<file path="src/sv/kfc_pkg.sv">
// ----------------------------------------------------------------------------
// kfc_pkg
// Shared constants, key codes and controller/datapath interface types for the
// keypad four-function calculator.
// ----------------------------------------------------------------------------
`default_nettype none

package kfc_pkg;

   // Operand width; all operand arithmetic wraps at this width
   localparam int OPERAND_BITS = 32;
   localparam int CNT_BITS     = $clog2(OPERAND_BITS);
   localparam int KEY_BITS     = 8;
   localparam int SHOWN_BITS   = 32;

   // Key codes
   localparam logic [KEY_BITS-1:0] KEY_DIGIT_MAX = 8'd9;
   localparam logic [KEY_BITS-1:0] KEY_CLEAR     = 8'd13;
   localparam logic [KEY_BITS-1:0] KEY_EQUALS    = 8'd61;
   localparam logic [KEY_BITS-1:0] OP_MUL        = 8'd42;
   localparam logic [KEY_BITS-1:0] OP_DIV        = 8'd37;
   localparam logic [KEY_BITS-1:0] OP_ADD        = 8'd43;
   localparam logic [KEY_BITS-1:0] OP_SUB        = 8'd45;

   // Decimal entry multiplier
   localparam int DECIMAL_BASE = 10;

   // Result event kinds
   typedef enum logic [1:0] {
      EV_DIGIT  = 2'd0,
      EV_OPER   = 2'd1,
      EV_RESULT = 2'd2,
      EV_CLEAR  = 2'd3
   } event_kind_type;

   // Controller to datapath commands
   typedef struct packed {
      logic load_key;   // capture the key of the accepted transaction
      logic exec;       // decode key, update operands, stage result
      logic div_step;   // one restoring divide iteration
      logic emit;       // move staged result into the output register
   } dp_cmd_type;

   // Datapath to controller status
   typedef struct packed {
      logic div_eval;   // '=' with divide and a nonzero divisor
      logic div_last;   // final divide iteration this cycle
      logic slot_free;  // output register can take a result
   } dp_stat_type;

endpackage

`default_nettype wire

</file>
<file path="src/sv/kfc_dp.sv">
// ----------------------------------------------------------------------------
// kfc_dp
// Calculator datapath: key register, operand registers, pending operator,
// combinational multiply/add/subtract, bit-serial restoring divider and the
// output register of the result channel.
// ----------------------------------------------------------------------------
`default_nettype none

module kfc_dp (
   input  wire                           clock,
   input  wire                           reset,
   input  kfc_pkg::dp_cmd_type           cmd,
   output kfc_pkg::dp_stat_type          stat,
   input  wire  [kfc_pkg::KEY_BITS-1:0]  key_code,
   output logic                          rsp_tvalid,
   input  wire                           rsp_tready,
   output logic [kfc_pkg::SHOWN_BITS-1:0] shown_value,
   output kfc_pkg::event_kind_type       event_kind,
   output logic                          divide_by_zero
);
   import kfc_pkg::*;

   localparam int W = OPERAND_BITS;

   // Architectural state
   logic [KEY_BITS-1:0] key_ff, key_in;
   logic [W-1:0]        opnd_a_ff, opnd_a_in;
   logic [W-1:0]        opnd_b_ff, opnd_b_in;
   logic [KEY_BITS-1:0] oper_ff, oper_in;
   logic                second_ff, second_in;

   // Staged result
   logic [W-1:0]        res_ff, res_in;
   event_kind_type      res_kind_ff, res_kind_in;
   logic                res_dz_ff, res_dz_in;

   // Divider
   logic [W-1:0]        rem_ff, rem_in;
   logic [W-1:0]        quo_ff, quo_in;
   logic [W-1:0]        dvs_ff, dvs_in;
   logic [CNT_BITS-1:0] cnt_ff, cnt_in;

   // Output register
   logic                   rsp_valid_ff, rsp_valid_in;
   logic [SHOWN_BITS-1:0]  rsp_value_ff, rsp_value_in;
   event_kind_type         rsp_kind_ff, rsp_kind_in;
   logic                   rsp_dz_ff, rsp_dz_in;

   logic          is_digit, is_clear, is_equals, b_zero;
   logic [W-1:0]  key_ext, entry_val, entry_next, product, eval_val;
   logic          eval_dz;
   logic [W:0]    rem_shift, rem_diff;
   logic          quo_bit;

   // Key classification
   assign is_digit  = (key_ff <= KEY_DIGIT_MAX);
   assign is_clear  = (key_ff == KEY_CLEAR);
   assign is_equals = (key_ff == KEY_EQUALS);
   assign b_zero    = (opnd_b_ff == '0);
   assign key_ext   = W'(key_ff);

   // Decimal entry: x*10 + digit as shift-add
   assign entry_val  = second_ff ? opnd_b_ff : opnd_a_ff;
   assign entry_next = W'((entry_val << 3) + (entry_val << 1) + key_ext);

   assign product = W'(opnd_a_ff * opnd_b_ff);

   // Evaluation of the non-iterative operators
   always_comb begin
      eval_val = '0;
      eval_dz  = 1'b0;
      unique case (oper_ff)
         OP_MUL:  eval_val = product;
         OP_ADD:  eval_val = opnd_a_ff + opnd_b_ff;
         OP_SUB:  eval_val = opnd_a_ff - opnd_b_ff;
         OP_DIV:  eval_dz  = b_zero;
         default: eval_val = '0;
      endcase
   end

   // Restoring divide step
   assign rem_shift = {rem_ff, quo_ff[W-1]};
   assign rem_diff  = rem_shift - {1'b0, dvs_ff};
   assign quo_bit   = ~rem_diff[W];

   // Next state
   always_comb begin
      key_in      = key_ff;
      opnd_a_in   = opnd_a_ff;
      opnd_b_in   = opnd_b_ff;
      oper_in     = oper_ff;
      second_in   = second_ff;
      res_in      = res_ff;
      res_kind_in = res_kind_ff;
      res_dz_in   = res_dz_ff;
      rem_in      = rem_ff;
      quo_in      = quo_ff;
      dvs_in      = dvs_ff;
      cnt_in      = cnt_ff;

      if (cmd.load_key) begin
         key_in = key_code;
      end

      if (cmd.exec) begin
         res_dz_in = 1'b0;
         priority if (is_digit) begin
            if (second_ff) begin
               opnd_b_in = entry_next;
            end else begin
               opnd_a_in = entry_next;
            end
            res_in      = key_ext;
            res_kind_in = EV_DIGIT;
         end else if (is_clear) begin
            opnd_a_in   = '0;
            opnd_b_in   = '0;
            second_in   = 1'b0;
            res_in      = '0;
            res_kind_in = EV_CLEAR;
         end else if (is_equals) begin
            opnd_a_in   = '0;
            opnd_b_in   = '0;
            second_in   = 1'b0;
            res_in      = eval_val;
            res_dz_in   = eval_dz;
            res_kind_in = EV_RESULT;
            // Divider takes copies; operands are cleared right away
            rem_in      = '0;
            quo_in      = opnd_a_ff;
            dvs_in      = opnd_b_ff;
            cnt_in      = CNT_BITS'(W - 1);
         end else begin
            oper_in     = key_ff;
            second_in   = 1'b1;
            res_in      = key_ext;
            res_kind_in = EV_OPER;
         end
      end

      if (cmd.div_step) begin
         rem_in = quo_bit ? rem_diff[W-1:0] : rem_shift[W-1:0];
         quo_in = {quo_ff[W-2:0], quo_bit};
         cnt_in = cnt_ff - 1'b1;
         if (cnt_ff == '0) begin
            res_in = {quo_ff[W-2:0], quo_bit};
         end
      end
   end

   // Output register: loads on emit, drains on tready
   always_comb begin
      rsp_value_in = rsp_value_ff;
      rsp_kind_in  = rsp_kind_ff;
      rsp_dz_in    = rsp_dz_ff;
      if (cmd.emit) begin
         rsp_valid_in = 1'b1;
         rsp_value_in = SHOWN_BITS'(res_ff);
         rsp_kind_in  = res_kind_ff;
         rsp_dz_in    = res_dz_ff;
      end else if (rsp_tready) begin
         rsp_valid_in = 1'b0;
      end else begin
         rsp_valid_in = rsp_valid_ff;
      end
   end

   // State registers
   always_ff @(posedge clock) begin
      if (reset) begin
         opnd_a_ff    <= '0;
         opnd_b_ff    <= '0;
         oper_ff      <= '0;
         second_ff    <= 1'b0;
         rsp_valid_ff <= 1'b0;
      end else begin
         opnd_a_ff    <= opnd_a_in;
         opnd_b_ff    <= opnd_b_in;
         oper_ff      <= oper_in;
         second_ff    <= second_in;
         rsp_valid_ff <= rsp_valid_in;
      end
   end

   // Payload registers
   always_ff @(posedge clock) begin
      key_ff       <= key_in;
      res_ff       <= res_in;
      res_kind_ff  <= res_kind_in;
      res_dz_ff    <= res_dz_in;
      rem_ff       <= rem_in;
      quo_ff       <= quo_in;
      dvs_ff       <= dvs_in;
      cnt_ff       <= cnt_in;
      rsp_value_ff <= rsp_value_in;
      rsp_kind_ff  <= rsp_kind_in;
      rsp_dz_ff    <= rsp_dz_in;
   end

   // Status to controller
   assign stat.div_eval  = is_equals && (oper_ff == OP_DIV) && !b_zero;
   assign stat.div_last  = (cnt_ff == '0);
   assign stat.slot_free = !rsp_valid_ff || rsp_tready;

   assign rsp_tvalid     = rsp_valid_ff;
   assign shown_value    = rsp_value_ff;
   assign event_kind     = rsp_kind_ff;
   assign divide_by_zero = rsp_dz_ff;

endmodule

`default_nettype wire

</file>
<file path="src/sv/kfc_ctrl.sv">
// ----------------------------------------------------------------------------
// kfc_ctrl
// Calculator controller: sequences key capture, decode/execute, the divide
// iterations and the hand-off of each result to the output register.
// ----------------------------------------------------------------------------
`default_nettype none

module kfc_ctrl (
   input  wire                   clock,
   input  wire                   reset,
   input  wire                   req_tvalid,
   output logic                  req_tready,
   input  kfc_pkg::dp_stat_type  stat,
   output kfc_pkg::dp_cmd_type   cmd
);
   import kfc_pkg::*;

   typedef enum logic [3:0] {
      ST_IDLE   = 4'b0001,
      ST_DECODE = 4'b0010,
      ST_DIVIDE = 4'b0100,
      ST_WRITE  = 4'b1000
   } state_type;

   state_type state_ff, state_in;

   // Next state and commands
   always_comb begin
      state_in     = state_ff;
      cmd          = '0;
      req_tready   = 1'b0;
      unique case (state_ff)
         ST_IDLE: begin
            req_tready   = 1'b1;
            cmd.load_key = req_tvalid;
            if (req_tvalid) begin
               state_in = ST_DECODE;
            end
         end
         ST_DECODE: begin
            cmd.exec = 1'b1;
            state_in = stat.div_eval ? ST_DIVIDE : ST_WRITE;
         end
         ST_DIVIDE: begin
            cmd.div_step = 1'b1;
            if (stat.div_last) begin
               state_in = ST_WRITE;
            end
         end
         ST_WRITE: begin
            cmd.emit = stat.slot_free;
            if (stat.slot_free) begin
               state_in = ST_IDLE;
            end
         end
         default: state_in = ST_IDLE;
      endcase
   end

   always_ff @(posedge clock) begin
      if (reset) begin
         state_ff <= ST_IDLE;
      end else begin
         state_ff <= state_in;
      end
   end

endmodule

`default_nettype wire

</file>
<file path="src/sv/keypad_four_function_calculator.sv">
// ----------------------------------------------------------------------------
// keypad_four_function_calculator
// Key-press driven four-function calculator (multiply, unsigned divide, add,
// subtract) with decimal operand entry.
// ----------------------------------------------------------------------------
// Usage:
//   req channel carries one key code per transaction; rsp channel returns
//   exactly one event per key: tdata = shown value, tuser = kind and the
//   divide-by-zero flag.
//   After key acceptance each key passes the decode and write states before
//   rsp_tvalid; '=' with divide and a nonzero divisor also passes the divide
//   state of the bit-serial restoring divider (one quotient bit per cycle).
//   One key is processed at a time; req_tready is high only in idle.
//   The next key is accepted while a finished result still sits in the
//   output register; a stalled receiver holds that result and the block
//   waits with the following result staged until the register frees up.
//   Synchronous reset clears both operands, the pending operator, entry
//   position and the output valid; no memory clearing pass is needed.
// ----------------------------------------------------------------------------
`default_nettype none

module keypad_four_function_calculator (
   input  wire         clock,
   input  wire         reset,
   // Input channel
   input  wire         req_tvalid,
   output logic        req_tready,
   input  wire  [7:0]  req_tdata,    // [7:0] key_code
   // Result channel
   output logic        rsp_tvalid,
   input  wire         rsp_tready,
   output logic [31:0] rsp_tdata,    // [31:0] shown_value
   output logic [2:0]  rsp_tuser     // [1:0] event_kind, [2] divide_by_zero
);
   import kfc_pkg::*;

   dp_cmd_type     cmd;
   dp_stat_type    stat;
   event_kind_type event_kind;
   logic           divide_by_zero;

   kfc_ctrl u_ctrl (
      .clock      (clock),
      .reset      (reset),
      .req_tvalid (req_tvalid),
      .req_tready (req_tready),
      .stat       (stat),
      .cmd        (cmd)
   );

   kfc_dp u_dp (
      .clock          (clock),
      .reset          (reset),
      .cmd            (cmd),
      .stat           (stat),
      .key_code       (req_tdata),
      .rsp_tvalid     (rsp_tvalid),
      .rsp_tready     (rsp_tready),
      .shown_value    (rsp_tdata),
      .event_kind     (event_kind),
      .divide_by_zero (divide_by_zero)
   );

   // Pack result kind and flag
   assign rsp_tuser = {divide_by_zero, event_kind};

endmodule

`default_nettype wire

</file>
<file path="config.mk">
export PLATFORM = sky130hd
export DESIGN_NAME = keypad_four_function_calculator
export DESIGN_NICKNAME = d
export VERILOG_FILES = /design/src/sv/kfc_pkg.sv /design/src/sv/kfc_dp.sv /design/src/sv/kfc_ctrl.sv /design/src/sv/keypad_four_function_calculator.sv
export SDC_FILE = /design/constraint.sdc
export NUM_CORES = 2
export LEC_CHECK = 0
export BUFFER_PORTS_ARGS = -buffer_cell sky130_fd_sc_hd__buf_2
export CAP_MARGIN = 10
export CORE_ASPECT_RATIO = 1.1
export CORE_UTILIZATION = 43
export CTS_BUF_LIST = sky130_fd_sc_hd__clkbuf_2
export CTS_CLUSTER_DIAMETER = 100
export CTS_CLUSTER_SIZE = 10
export DETAILED_ROUTE_END_ITERATION = 10
export GPL_TIMING_DRIVEN = 0
export PLACE_DENSITY = 0.61
export REMOVE_ABC_BUFFERS = 1
export SLEW_MARGIN = 20
export SYNTH_ARGS = -nofsm -noshare
export SYNTH_HDL_FRONTEND = slang
export SYNTH_SLANG_ARGS = --single-unit
</file>
<file path="constraint.sdc">
create_clock -name clock -period 22.5 [get_ports clock]
set_input_delay 4.5 -clock clock [delete_from_list [all_inputs] [get_ports clock]]
set_output_delay 4.5 -clock clock [all_outputs]
set_load 0.02 [all_outputs]
</file>
==> impl_metrics.toml <==
[worst_setup_path]
startpoint = "u_dp.opnd_a_ff[13]$_SDFFE_PP0P_"
worst_setup_path_start_kind = "register"
path_common_cell = "fa_1"
setup.worst_path.end_class = "register"
reg2reg_from = "u_dp.opnd_a_ff[13]$_SDFFE_PP0P_"
crit_fanout = 23
path_class = "reg2reg"
critPathArrivalTime_ns = 9.02
cp.buffers_inverters = 5
slowest_delay_ns = 0.96
critPathSlowestCell = "dfxtp_2"
cp_cell_sequence = "and2_1 -> fa_1 -> fa_1 -> fa_1 -> inv_1 -> fa_1 -> inv_1 -> fa_1 -> inv_1 -> fa_1 -> inv_1 -> fa_1 -> fa_1 -> ha_1 -> a21o_1 -> a211oi_1 -> inv_1 -> o22ai_1 -> a31oi_1 -> and4_1 -> a2111oi_2 -> xor2_1 -> o21ai_0 -> a221o_1"
crit_required_ns = 23.54
cp_top_family = "adder cells"

[finish]
nets = 4085
final_layout_size_suffix_gt1_share_pct = 7.65
seq_area_sq_um = 6660
fillers = 6960
syn_to_final_growth_pct = 6.91
multiInputGateArea_sq_um = 22600

[clocking]
clock_sinks = 257
clockBufferDepth = 3
htreeDepth = 1
root_buffer = "clkbuf_2"
worstSkewPairLatency_ns = 1.13
post_cts_resized = 0
tritoncts = "done"
cts_setup_buffers = 0
cts_buffers = 31
cts_hold_buf = 0
clkTransAtPathRegs_ns = 0.23

[synthesis]
ys_ff_latch = 257
synth_ff_type = "edfxtp_1"
synth_edf_count = 147
synth_top_area_share_pct = 26.4
yosys.area.top_type = "fa_1"
yosysMostFrequentCell = "nand2_1"
ys_top_cells_by_area = "fa_1 (26%), edfxtp_1 (14%), ha_1 (9.6%)"
syn_area_per_cell_sq_um = 9.09
async_flop_share_pct = 0
yosysWarnings = 0
syn_inst = 3473
synthTopCellsByCount = "nand2_1 (489), inv_1 (446), fa_1 (416)"
syn_area_sq_um = 31600
synth_cell_types = 81
synth_seq_area_share_pct = 21.0

[grt]
grt_first_pass_wirelength_mm = 142
grt_util_met1_pct = 33.6
antenna_found_initial = 7
grt_max_degree = 56
grt_busiest_layer = "met2"
grt.overflow.total = 0
use_met3_pct = 3.22
grt_usage_pct = 25.0
grt_pass1_vias = 24600
use_met2_pct = 41.1

[timing]
fin_setup_tns_ns = 0
slew_violations = 0
worst_slew_pin_slew_ns = 1.17
timing.final.crit_share_pct = 35.5
grt_setup_unrepaired = "false"
hold_viol = 0
fin_crit_ns = 7.98
slew-limit-headroom_pct = 21.9
setup_viol = 0
max_freq_mhz = 125
clock_skew_ns = 0.0750

[floorplan]
die_w_um = 260
fp.dieArea_sq_um = 74500
ios = 49
core_area_sq_um = 72200
die_y_um = 286
rows = 103
start_util_pct = 43.7

[placement]
io_buffers = 48
gp_congestion = 0.889
dp_hpwl_mm = 68.6

[drt]
routedWlPerCell_um = 20.7
dr.pass1.iters = 5
num_vias = 24300
wl_mm = 90.9
viasPerCell = 5.55
drt_iter0_markers = 1927
ant_nets = 0
drc = 0

[min_path]
worstHoldStart = "u_dp.res_ff[30]$_DFF_P_"
holdCritPathClass = "reg2reg"

[outcome]
status = "completed"

[pwr]
power_density_nw_per_um2 = 23.5
ir_drop_v = 0.0000312
p_leak_uw = 0.0155
p_total_uw = 791

[job]
drv_cap = 0
==> per-layer routing <==
metal	up-vias	routed length, um	part of all wire, %
met5	-	43	0.047
met4	6	3850	4.2
met3	217	6970	7.7
met2	875	42300	47
met1	12200	37700	41
li1	11100	-	-
==> placed cells by master (no fill, tap or decap), types with 16 or more instances in the layout <==
cell type	n
inv_1	445
buf_16	30
nand2b_1	27
mux2i_1	30
nor3_1	30
mux2_2	32
dfxtp_1	72
nand2_1	487
and2_1	315
clkbuf_2	51
edfxtp_1	147
xor2_1	67
dfxtp_2	38
ha_1	243
a211oi_1	16
a21o_1	48
nand3_1	41
a22oi_1	16
buf_2	52
fa_1	416
and3_1	18
o21ai_0	82
xnor2_1	118
a21oi_1	171
nor2_1	180
o21a_1	23
==> where the power goes <==
| group | internal [uW] | total, uW | switching [uW] |
|---|---|---|---|
| combinational | 11.4 | 27.6 | 16.2 |
| sequential | 501 | 511 | 9.73 |
| clock | 61.1 | 253 | 192 |
| total | 574 | 791 | 218 |
==> through the flow <==
stage          util, %  hold WS [ns]  setup slack [ns]  instance area [sq um]  cells
2_1_floorplan        -         0.400             15.33                  30800   3284
6_report          46.8         0.447             14.52                  33700   4385
3_3_place_gp      44.7         0.404             13.76                  32300   4277
5_1_grt           46.8         0.460             14.09                  33700   4384
3_5_place_dp      46.3         0.411             14.57                  33400   4326
4_1_cts           46.8         0.447             14.52                  33700   4383
==> sequential cells by signal (all words and copies together) (netlist names) <==
signal,cells
u_dp.res_ff,32
u_dp.shown_value,32
u_ctrl.state_ff,4
u_dp.oper_ff,8
u_dp.cnt_ff,5
u_dp.rsp_tvalid,1
u_dp.opnd_a_ff,32
u_dp.res_kind_ff,2
u_dp.opnd_b_ff,32
u_dp.event_kind,2
u_dp.quo_ff,32
u_dp.dvs_ff,32
u_dp.second_ff,1
u_dp.rem_ff,32
u_dp.divide_by_zero,1
u_dp.res_dz_ff,1
u_dp.key_ff,8
==> kinds of logic (layout without fill, tap and decap cells) <==
logic type,Yosys count,in the layout,share of synthesized area [%]
mux,62,62,2.09
xor+xnor,186,186,5.18
simple gates,1181,1181,18.1
flops,257,257,21.0
fa+ha+maj,659,659,36.0
other cells,0,2,0
buf+inv,636,601,7.65
compound gates,492,492,10.0
==> layout make-up <==
class / instances / share of cell area, %
antenna: 2 / 0.0148
clock buffer: 51 / 0.756
clock inverter: 6 / 0.119
inverter: 447 / 4.97
multi-input combinational: 2580 / 67.0
sequential: 257 / 19.7
tap: 945 / 3.50
timing repair buffer: 97 / 3.92
==> path summary, 6_finish.rpt <==
path / end / slack, ns / cells after the start
max: u_dp.res_ff[30]$_DFF_P_ / 14.52 / 24
min: u_dp.shown_value[30]$_DFFE_PP_ / 0.45 / 0
min reg2reg: u_dp.shown_value[30]$_DFFE_PP_ / 0.45 / 0
max reg2reg: u_dp.res_ff[30]$_DFF_P_ / 14.52 / 24
(Power assumes the default switching activity.)
